**config.mk**
```make
export PLATFORM = sky130hd
export DESIGN_NAME = dex_header_adler32_check
export DESIGN_NICKNAME = d
export VERILOG_FILES = /design/src/hdl/dexhc_pkg.sv /design/src/hdl/dex_header_adler32_check.sv
export SDC_FILE = /design/constraint.sdc
export NUM_CORES = 1
export LEC_CHECK = 0
export BUFFER_PORTS_ARGS = -buffer_cell sky130_fd_sc_hd__buf_4
export CORE_AREA = 2 2 189 191
export DETAILED_ROUTE_END_ITERATION = 6
export DIE_AREA = 0 0 191 193
export PLACE_DENSITY = 0.54
export SETUP_SLACK_MARGIN = 0.4
export SYNTH_ARGS = -nofsm -noshare
export SYNTH_HDL_FRONTEND = slang
export SYNTH_SLANG_ARGS = --single-unit
```
**constraint.sdc**
```tcl
create_clock -name clk -period 6.8 [get_ports clk]
set_input_delay 0.34 -clock clk [delete_from_list [all_inputs] [get_ports clk]]
set_output_delay 0.34 -clock clk [all_outputs]
set_load 0.02 [all_outputs]
```
**src/hdl/dexhc_pkg.sv**
```systemverilog
// ----------------------------------------------------------------------------
// dexhc_pkg
// Constants for the executable image header and Adler-32 check.
// ----------------------------------------------------------------------------
package dexhc_pkg;

	localparam int unsigned BYTE_W  = 8;
	localparam int unsigned SUM_W   = 32;
	localparam int unsigned HALF_W  = 16;
	localparam int unsigned COUNT_W = 32;

	localparam logic [HALF_W-1:0]  ADLER_MOD  = 16'd65521;
	localparam logic [COUNT_W-1:0] HEADER_LEN = 32'd112;
	localparam logic [31:0]        ENDIAN_TAG = 32'h1234_5678;

	// magic and version characters
	localparam logic [BYTE_W-1:0] CH_D    = 8'h64;
	localparam logic [BYTE_W-1:0] CH_E    = 8'h65;
	localparam logic [BYTE_W-1:0] CH_X    = 8'h78;
	localparam logic [BYTE_W-1:0] CH_NL   = 8'h0a;
	localparam logic [BYTE_W-1:0] CH_0    = 8'h30;
	localparam logic [BYTE_W-1:0] CH_3    = 8'h33;
	localparam logic [BYTE_W-1:0] CH_4    = 8'h34;
	localparam logic [BYTE_W-1:0] CH_5    = 8'h35;
	localparam logic [BYTE_W-1:0] CH_7    = 8'h37;
	localparam logic [BYTE_W-1:0] CH_8    = 8'h38;
	localparam logic [BYTE_W-1:0] CH_9    = 8'h39;

	// word slots, as byte offset divided by four
	localparam logic [29:0] SLOT_CHECKSUM = 30'd2;
	localparam logic [29:0] SLOT_SIZE     = 30'd8;
	localparam logic [29:0] SLOT_HDR_LEN  = 30'd9;
	localparam logic [29:0] SLOT_ENDIAN   = 30'd10;

	// first offset covered by the checksum
	localparam logic [COUNT_W-1:0] SUM_START = 32'd12;

	// result status codes
	localparam logic STATUS_PASS = 1'b0;
	localparam logic STATUS_FAIL = 1'b1;

endpackage

```
**src/hdl/dex_header_adler32_check.sv**
```systemverilog
// ----------------------------------------------------------------------------
// dex_header_adler32_check
// Streaming header check and Adler-32 verify for one executable image.
// ----------------------------------------------------------------------------
// Usage:
//   Feed image bytes in file order on the s_ channel, one byte per item, with
//   s_tlast high on the final byte. Header fields (magic, version, header
//   length, endian tag) are checked as they pass, size at the last byte, and
//   an Adler-32 is kept over every byte from offset 12 on.
//   Only the last byte of an image produces a result on the m_ channel:
//   m_tuser is the status (0 pass, 1 fail), m_tdata the computed checksum.
//   After the result, all image state returns to its start values.
// Timing:
//   One byte per cycle sustained while no last byte waits on a pending result.
//   Each byte is held in the input register; the header compare and the two-add
//   Adler update lie between that register and the state/result registers.
//   m_tvalid rises as the last byte moves on into the result register.
// Reset and stall:
//   arst_n clears image state and valid bits (m_tvalid). While m_tvalid waits on
//   m_tready, non-last bytes keep flowing; a last byte of the next image is
//   held in the input register until the pending result is taken.
// ----------------------------------------------------------------------------
module dex_header_adler32_check
	import dexhc_pkg::*;
(
	input  logic              clk,
	input  logic              arst_n,
	input  logic              s_tvalid,
	output logic              s_tready,
	input  logic [BYTE_W-1:0] s_tdata,   // [7:0] data_byte
	input  logic              s_tlast,   // last_byte
	output logic              m_tvalid,
	input  logic              m_tready,
	output logic [SUM_W-1:0]  m_tdata,   // [31:0] computed_checksum
	output logic [0:0]        m_tuser    // [0] status
);

	function automatic logic hdr_ok(
		input logic [COUNT_W-1:0] pos,
		input logic [BYTE_W-1:0]  b,
		input logic [BYTE_W-1:0]  vmid
	);
		logic        ok;
		logic [31:0] sh;
		ok = 1'b1;
		sh = '0;
		case (pos)
			32'd0: ok = (b == CH_D);
			32'd1: ok = (b == CH_E);
			32'd2: ok = (b == CH_X);
			32'd3: ok = (b == CH_NL);
			32'd4: ok = (b == CH_0);
			32'd5: ok = (b == CH_3) || (b == CH_4);
			32'd6: begin
				if (vmid == CH_3)
					ok = (b == CH_5) || (b == CH_7) || (b == CH_8) || (b == CH_9);
				else
					ok = (vmid == CH_4) && (b == CH_0);
			end
			32'd7: ok = (b == '0);
			default: begin
				if (pos[COUNT_W-1:2] == SLOT_HDR_LEN) begin
					sh = HEADER_LEN >> {pos[1:0], 3'b000};
					ok = (b == sh[BYTE_W-1:0]);
				end else if (pos[COUNT_W-1:2] == SLOT_ENDIAN) begin
					sh = ENDIAN_TAG >> {pos[1:0], 3'b000};
					ok = (b == sh[BYTE_W-1:0]);
				end
			end
		endcase
		return ok;
	endfunction

	// input register
	logic              valid_s1;
	logic [BYTE_W-1:0] byte_s1;
	logic              last_s1;

	// result register
	logic              valid_s2;
	logic [SUM_W-1:0]  sum_s2;
	logic              status_s2;

	// image state
	logic [HALF_W-1:0]  low_q, high_q;
	logic [COUNT_W-1:0] count_q, declared_q;
	logic [SUM_W-1:0]   stored_q;
	logic [BYTE_W-1:0]  vmid_q;
	logic               fmt_ok_q;

	// next-state values
	logic [HALF_W-1:0]  low_n, high_n;
	logic [HALF_W:0]    low_sum, high_sum;
	logic [COUNT_W-1:0] count_n, declared_n;
	logic [SUM_W-1:0]   stored_n, sum_n;
	logic [BYTE_W-1:0]  vmid_n;
	logic               fmt_ok_n, pass_n;
	logic               advance;

	// a last byte needs the result register free
	assign advance  = valid_s1 && (!last_s1 || !valid_s2 || m_tready);
	assign s_tready = !valid_s1 || advance;

	always_comb begin
		count_n    = count_q;
		fmt_ok_n   = fmt_ok_q;
		vmid_n     = vmid_q;
		stored_n   = stored_q;
		declared_n = declared_q;
		low_n      = low_q;
		high_n     = high_q;
		low_sum    = '0;
		high_sum   = '0;

		if (&count_q)
			fmt_ok_n = 1'b0;
		else
			count_n = count_q + 32'd1;

		if (count_q == 32'd5)
			vmid_n = byte_s1;
		if (!hdr_ok(count_q, byte_s1, vmid_q))
			fmt_ok_n = 1'b0;

		if (count_q[COUNT_W-1:2] == SLOT_CHECKSUM)
			stored_n[{count_q[1:0], 3'b000} +: BYTE_W] = byte_s1;
		if (count_q[COUNT_W-1:2] == SLOT_SIZE)
			declared_n[{count_q[1:0], 3'b000} +: BYTE_W] = byte_s1;

		if (count_q >= SUM_START) begin
			low_sum = {1'b0, low_q} + {{(HALF_W+1-BYTE_W){1'b0}}, byte_s1};
			if (low_sum >= {1'b0, ADLER_MOD})
				low_sum = low_sum - {1'b0, ADLER_MOD};
			low_n    = low_sum[HALF_W-1:0];
			high_sum = {1'b0, high_q} + {1'b0, low_n};
			if (high_sum >= {1'b0, ADLER_MOD})
				high_sum = high_sum - {1'b0, ADLER_MOD};
			high_n   = high_sum[HALF_W-1:0];
		end

		sum_n  = {high_n, low_n};
		pass_n = fmt_ok_n && (count_n >= HEADER_LEN) && (count_n == declared_n) &&
			(sum_n == stored_n);
	end

	always_ff @(posedge clk or negedge arst_n) begin
		if (!arst_n) begin
			valid_s1 <= 1'b0;
		end else if (s_tready) begin
			valid_s1 <= s_tvalid;
		end
	end

	always_ff @(posedge clk) begin
		if (s_tready) begin
			byte_s1 <= s_tdata;
			last_s1 <= s_tlast;
		end
	end

	always_ff @(posedge clk or negedge arst_n) begin
		if (!arst_n) begin
			low_q      <= 16'd1;
			high_q     <= '0;
			count_q    <= '0;
			fmt_ok_q   <= 1'b1;
			vmid_q     <= '0;
			stored_q   <= '0;
			declared_q <= '0;
		end else if (advance) begin
			if (last_s1) begin
				// start over for the next image
				low_q      <= 16'd1;
				high_q     <= '0;
				count_q    <= '0;
				fmt_ok_q   <= 1'b1;
				vmid_q     <= '0;
				stored_q   <= '0;
				declared_q <= '0;
			end else begin
				low_q      <= low_n;
				high_q     <= high_n;
				count_q    <= count_n;
				fmt_ok_q   <= fmt_ok_n;
				vmid_q     <= vmid_n;
				stored_q   <= stored_n;
				declared_q <= declared_n;
			end
		end
	end

	always_ff @(posedge clk or negedge arst_n) begin
		if (!arst_n) begin
			valid_s2 <= 1'b0;
		end else if (advance && last_s1) begin
			valid_s2 <= 1'b1;
		end else if (m_tready) begin
			valid_s2 <= 1'b0;
		end
	end

	always_ff @(posedge clk) begin
		if (advance && last_s1) begin
			sum_s2    <= sum_n;
			status_s2 <= pass_n ? STATUS_PASS : STATUS_FAIL;
		end
	end

	assign m_tvalid = valid_s2;
	assign m_tdata  = sum_s2;
	assign m_tuser  = status_s2;

endmodule

```
### Yosys cells after proc, flatten, opt, wreduce, memory -nomap -nowiden

Cells that the tools add are included.

| storage, ports and cells | value |
|---|---|
| bits in registers | 181 |
| bits of input ports | 13 |
| output and inout bits | 35 |

| operators by class | value |
|---|---|
| mux-type cells | 27 |
| $add $sub $neg | 6 |
| shifts and indexed selects | 4 |
| equality and inequality tests | 28 |
| reduce and logical (&&, ||, !) cells | 22 |
| magnitude comparators | 4 |

Operator list:

| operator | number |
|---|---|
| $mux 32 | 6 |
| $eq 32x3->1 const B | 4 |
| $mux 16 | 7 |
| $eq 30x4->1 const B | 3 |
| $eq 8x6->1 const B | 9 |
| $bwmux 32 | 2 |
| $eq 32x2->1 const B | 2 |
| $eq 32x32->1 | 2 |
| $ge 17x16->1 const B | 2 |
| $add 32x1->32 const B | 1 |
| $eq 32x1->1 const B | 1 |
| $ge 32x4->1 const B | 1 |
| $ge 32x7->1 const B | 1 |
| $logic_not 32->1 | 1 |
| $reduce_and 32->1 | 1 |
| $shift 8x7->32 const A | 1 |
| $shiftx 8x7->32 | 1 |
| $sub 16x16->16 const B | 2 |
| $eq 30x2->1 const B | 1 |
| $shr 29x5->8 const A | 1 |
| $eq 8x7->1 const B | 3 |
| $add 16x16->17 | 1 |
| $add 16x8->17 | 1 |
| $eq 8x8->1 | 2 |
| 12 further kinds | 35 |

### Depth between registers and ports, before layout

| logic depth | value |
|---|---|
| depth after elaboration | 11 |
| gate-level depth with buffers | 27 |
| depth with buffers taken out | 26 |

### Worst setup path after synthesis

Ideal clock, no wire load.

| timing path | value |
|---|---|
| path type | flip-flop to flip-flop |
| start | reg low_q[0] |
| end | reg status_s2 (netlist: m_tuser) (data pin) |
| data arrival time | 6,969 ps |
| required time | 6,529 ps |
| stages on the path, launching flop included | 25 |
| setup time | 271 ps |
| slack | -439 ps |
| cell sequence | dfstp_2 ha_1 fa_1 a211oi_1 o31ai_1 nor3b_1 o31ai_1 or4_1 o21bai_1 xnor2_1 ha_1 inv_1 fa_1 nand3b_1 a211oi_1 nor3_1 xor2_1 or3b_2 nor4b_1 nor3b_1 mux2i_1 o21ai_0 a2111oi_0 nor4b_1 nand4_1 |

| on the way | value |
|---|---|
| word-level cells in the longest chain between the ends | 11 |
| elaborated cells between the ends (all ways) | 14 |

RTL lines:

| what | RTL line | source |
|---|---|---|
| start, declared | dex_header_adler32_check.sv:85 | `logic [HALF_W-1:0] low_q, high_q;` |
| start signal, assigned | dex_header_adler32_check.sv:181 | `low_q <= low_n;` |
| $add 16x8->17 | dex_header_adler32_check.sv:131 | `low_sum = {1'b0, low_q} + {{(HALF_W+1-BYTE_W){1'b0}}, byte_s1};` |
| $sub 16x16->16 or $ge 17x16->1 (tied branches) | dex_header_adler32_check.sv:133, dex_header_adler32_check.sv:132 |  |
| $mux 16 | dex_header_adler32_check.sv:132 | `if (low_sum >= {1'b0, ADLER_MOD})` |
| $mux 16 | dex_header_adler32_check.sv:130 | `if (count_q >= SUM_START) begin` |
| $add 16x16->17 | dex_header_adler32_check.sv:135 | `high_sum = {1'b0, high_q} + {1'b0, low_n};` |
| $sub 16x16->16 or $ge 17x16->1 (tied branches) | dex_header_adler32_check.sv:137, dex_header_adler32_check.sv:136 |  |
| $mux 16 | dex_header_adler32_check.sv:136 | `if (high_sum >= {1'b0, ADLER_MOD})` |
| $mux 16 | dex_header_adler32_check.sv:130 |  |
| $eq 32x32->1 (*) | dex_header_adler32_check.sv:143 | `(sum_n == stored_n);` |
| $logic_and 1x1->1 (*) | dex_header_adler32_check.sv:142 | `pass_n = fmt_ok_n && (count_n >= HEADER_LEN) && (count_n == declared_n) &&` |
| $mux 1 (*) | dex_header_adler32_check.sv:205 | `status_s2 <= pass_n ? STATUS_PASS : STATUS_FAIL;` |
| end signal, assigned | dex_header_adler32_check.sv:205 |  |
| end, declared | dex_header_adler32_check.sv:82 | `logic status_s2;` |

Every way passes the cells marked *; elsewhere a longest branch is shown, timed or not. The select of a mux whose other input is x is not followed.
A chain may end at the register's enable or synchronous reset.

### Worst setup path in the final report

| timing path | value |
|---|---|
| start | reg byte_s1[0] |
| end | reg status_s2 (netlist: m_tuser) (data pin) |

| on the way | value |
|---|---|
| word-level cells in the longest chain between the ends | 11 |
| elaborated cells between the ends (all ways) | 46 |

RTL lines:

| what | RTL line | source |
|---|---|---|
| start, declared | dex_header_adler32_check.sv:76 | `logic [BYTE_W-1:0] byte_s1;` |
| start signal, assigned | dex_header_adler32_check.sv:156 | `byte_s1 <= s_tdata;` |
| $add 16x8->17 or $eq 8x6->1 (tied branches) | dex_header_adler32_check.sv:131, dex_header_adler32_check.sv:56 |  |
| $sub 16x16->16, or another cell as far along | dex_header_adler32_check.sv:133 | `low_sum = low_sum - {1'b0, ADLER_MOD};` |
| $mux 16 or $logic_or 1x1->1 (tied branches) | dex_header_adler32_check.sv:132, dex_header_adler32_check.sv:56 |  |
| $mux 16 or $logic_or 1x1->1 (tied branches) | dex_header_adler32_check.sv:130, dex_header_adler32_check.sv:56 |  |
| $add 16x16->17 or $mux 1 (tied branches) | dex_header_adler32_check.sv:135, dex_header_adler32_check.sv:55 |  |
| $sub 16x16->16, or another cell as far along | dex_header_adler32_check.sv:137 | `high_sum = high_sum - {1'b0, ADLER_MOD};` |
| $mux 16 or $mux 1 (tied branches) | dex_header_adler32_check.sv:136, dex_header_adler32_check.sv:122 |  |
| $mux 16 or $logic_and 1x1->1 (tied branches) | dex_header_adler32_check.sv:130, dex_header_adler32_check.sv:142 |  |
| $eq 32x32->1 or $logic_and 1x1->1 (tied branches) | dex_header_adler32_check.sv:143, dex_header_adler32_check.sv:142 |  |
| $logic_and 1x1->1 (*) | dex_header_adler32_check.sv:142 |  |
| $mux 1 (*) | dex_header_adler32_check.sv:205 |  |

Marks and branches as above.

==> metrics.yaml <==
rr_startpoint: "byte_s1[0]$_DFFE_PP_"
synth_edf_count: 42
antenna_found_initial: 0
portBuffers: 47
synth_cell_types: 83
dp_hpwl_mm: 35.9
synth_area_sq_um: 13700
vias: 13267
timing.final.crit_share: 0.967
seq_area_frac_synth: 0.346
grt_max_degree: 76
max_stage_delay_ns: 0.54
row_count: 69
reg2reg_slack_ns: 0.23
final.setup.tns_ns: 0
clock_path_buffers: 2
cts_num_sinks: 181
grt-ovfl-total: 0
r2r_cells: 27
synthArstFlopShare: 0.768
finalCriticalPeriod_ns: 6.57
first_pass_iters: 5
cap_viol_max_count: 0
die_w_um: 191
pin_count: 48
synth_fp_nets: 1737
fmax_ghz: 0.152
cts_tree: "built"
grtUsageTotal: 0.272
die-height_um: 193
yosysTopAreaCell: "dfrtp_1"
core_area_sq_um: 35000
outcome: "complete, no violations"
syn_inst: 1677
cts_made_buffers: 17
rsz0062_at_grt: "yes"
setup.worst_path.start_class: "flip-flop"
ant_nets: 0
cp_max_fo: 5
min_path_type: "in -> reg"
grt_pass1_wl_mm: 76.2
leakage_nw: 6.64
layout.nets: 1841
ir_drop_uv: 231
path_clk_slew_ns: 0.08
antenna_cells: 0
routed_via_density: 5.88
path_class: "reg -> reg"
finalSetupViolations: 0
cts_max_level: 4
avgSynthCellArea_sq_um: 8.18
total_power_mw: 6.46
holdPathStages: 1
regToRegEndpoint: "m_tuser$_DFFE_PP_"
cpLargestDelayFamily: "compound AO/OA/AOI/OAI gates"
synthFlopType: "dfrtp_1"
holdCritStartpoint: "s_tlast"
die_area_sq_um: 36900
finalHoldViolCount: 0
syn2layout_area_growth_pct: 20.4
post-route-drc-count: 0
setup_ws_ns: 0.226
crit_buf_inv: 3
gp_congestion: 0.959
root_buffer: "clkbuf_16"
p_per_area_nw_per_um2: 391
crit_arrival_ns: 6.77
end_kind: "flip-flop"
synthTopCellsByArea: "dfrtp_1 (25%), edfxtp_1 (9.2%), nand2_1 (6.8%), xnor2_1 (5.4%), o21ai_0 (5.3%)"
tightest_slew_ns: 1.15
drive_gt1_frac: 0.181
final_max_slew_viol_count: 0
synth-seq-cells: 181
worstHoldEndpoint: "last_s1$_DFFE_PP_"
first_iter_violations: 1076
clk_latency_ns: 0.46
yosysWarnings: 0
slew_headroom: 0.234
wl_per_cell_um: 21.9
yosysTopAreaCellShare: 0.250
grt_pass1_vias: 12594
start_util: 0.392
cp_slowest_cell: "or4_4"
routed_wl_mm: 49.3
post-place-ws_ns: -0.184
required_ns: 7.00
clock_skew_ns: 0.0184
==> cell usage after synthesis (6+ instances only) <==
master    count
nor2b_1      16
ha_1         45
nand4_1      25
o21ai_0     144
o22ai_1      12
xnor2_1      84
or4_1         9
nor2_1      109
inv_1        38
a21oi_1     113
and3_1       23
dfrtp_1     137
nand2b_1     15
nand2_1     248
a22oi_1      28
or3_1         7
a211oi_1     13
nand3_1      50
and2_1       38
nand3b_1     10
nor3_1       41
o21a_1       11
and4_1        8
nor4_1       26
or2_2         6
a31oi_1      14
xor2_1       61
a22o_1       36
edfxtp_1     42
nor3b_1       9
o22a_1        6
clkbuf_1     98
o31ai_1      19
o211ai_1     14
mux2i_1      31
==> logic make-up (layout without fill, tap and decap cells) <==
kind of cell,Yosys count,after routing,share of synthesized area
simple gates,662,662,0.238
compound gates,462,463,0.212
flops,181,181,0.346
xor+xnor,145,145,0.0926
buf+inv,144,260,0.0416
fa+ha+maj,47,47,0.0440
mux,36,36,0.0267
==> power by group <==
part	switching [mW]	internal [mW]
logic	2.29	1.70
clock network	0.503	0.543
registers	0.140	1.29
total	2.93	3.53
==> registers in the layout, indices dropped and copies added (netlist names) <==
register    count
count_q        32
declared_q     32
m_tdata        32
stored_q       32
high_q         16
low_q          16
byte_s1         8
vmid_q          8
fmt_ok_q        1
last_s1         1
m_tuser         1
m_tvalid        1
valid_s1        1
==> cell usage in the layout (no fill, tap or decap), types with 11 or more instances in the layout <==
| cell type | synthesis | routed |
|---|---|---|
| nand2_1 | 248 | 240 |
| buf_4 | 1 | 180 |
| dfrtp_1 | 137 | 137 |
| o21ai_0 | 144 | 136 |
| a21oi_1 | 113 | 107 |
| nor2_1 | 109 | 106 |
| xnor2_1 | 84 | 74 |
| xor2_1 | 61 | 60 |
| nand3_1 | 50 | 48 |
| edfxtp_1 | 42 | 42 |
| and2_1 | 38 | 38 |
| ha_1 | 45 | 38 |
| inv_1 | 38 | 36 |
| nor3_1 | 41 | 36 |
| a22o_1 | 36 | 36 |
| a22oi_1 | 28 | 28 |
| mux2i_1 | 31 | 27 |
| nand4_1 | 25 | 25 |
| nor4_1 | 26 | 24 |
| and3_1 | 23 | 23 |
| clkbuf_16 | 0 | 18 |
| nor2b_1 | 16 | 15 |
| o31ai_1 | 19 | 15 |
| o211ai_1 | 14 | 14 |
| nand2b_1 | 15 | 14 |
| o22ai_1 | 12 | 12 |
| o21a_1 | 11 | 11 |
==> timing repair <==
item	4_1_cts	5_1_grt
resized for setup	33	60
hold buffers	1	0
pin swaps	20	8
hold endpoints to repair	62	0
cloned	1	0
setup endpoints to repair	24	30
buffers inserted	14	10
==> metal layers <==
| metal | track usage | part of all wire | vias up |
|---|---|---|---|
| met5 | 0 | 0 | - |
| met4 | 0.0820 | 0.029 | 0 |
| met3 | 0.0329 | 0.046 | 70 |
| met2 | 0.463 | 0.48 | 424 |
| met1 | 0.361 | 0.44 | 6513 |
| li1 | - | - | 6260 |
==> area by class of cell <==
| type | count | area (sq um) |
|---|---|---|
| clock buffers | 20 | 458 |
| repair buffers | 190 | 1460 |
| fillers | 3446 | 18400 |
| multi-input cells | 1353 | 9010 |
| well taps | 461 | 577 |
| flip-flops and latches | 181 | 4740 |
| clock inverters | 12 | 134 |
| inverters | 38 | 143 |
==> through the flow <==
step / cells / hold WS, ns / instance area [sq um] / util
after detailed placement: 2197 / 0.406 / 15200 / 0.436
final: 2255 / 0.0602 / 16500 / 0.473
after global routing: 2255 / 0.0420 / 16500 / 0.473
after CTS: 2245 / 0.0445 / 16100 / 0.461
after floorplan: 1677 / 0.0444 / 13800 / -
after global placement: 2197 / 0.403 / 15200 / 0.436
==> worst max-delay path by stage <==
stage	startpoint	to	slack, ns	cells past startpoint
2_1_floorplan	low_q[0]$_DFFE_PN1P_	m_tuser$_DFFE_PP_	0.40	24
3_3_place_gp	byte_s1[0]$_DFFE_PP_	m_tuser$_DFFE_PP_	-0.13	26
3_5_place_dp	byte_s1[0]$_DFFE_PP_	m_tuser$_DFFE_PP_	-0.18	26
4_1_cts	low_q[0]$_DFFE_PN1P_	m_tuser$_DFFE_PP_	0.30	25
5_1_grt	low_q[0]$_DFFE_PN1P_	m_tuser$_DFFE_PP_	-0.04	26
6_report	byte_s1[0]$_DFFE_PP_	m_tuser$_DFFE_PP_	0.23	27
Note: power is estimated with default switching activity, not from simulation.
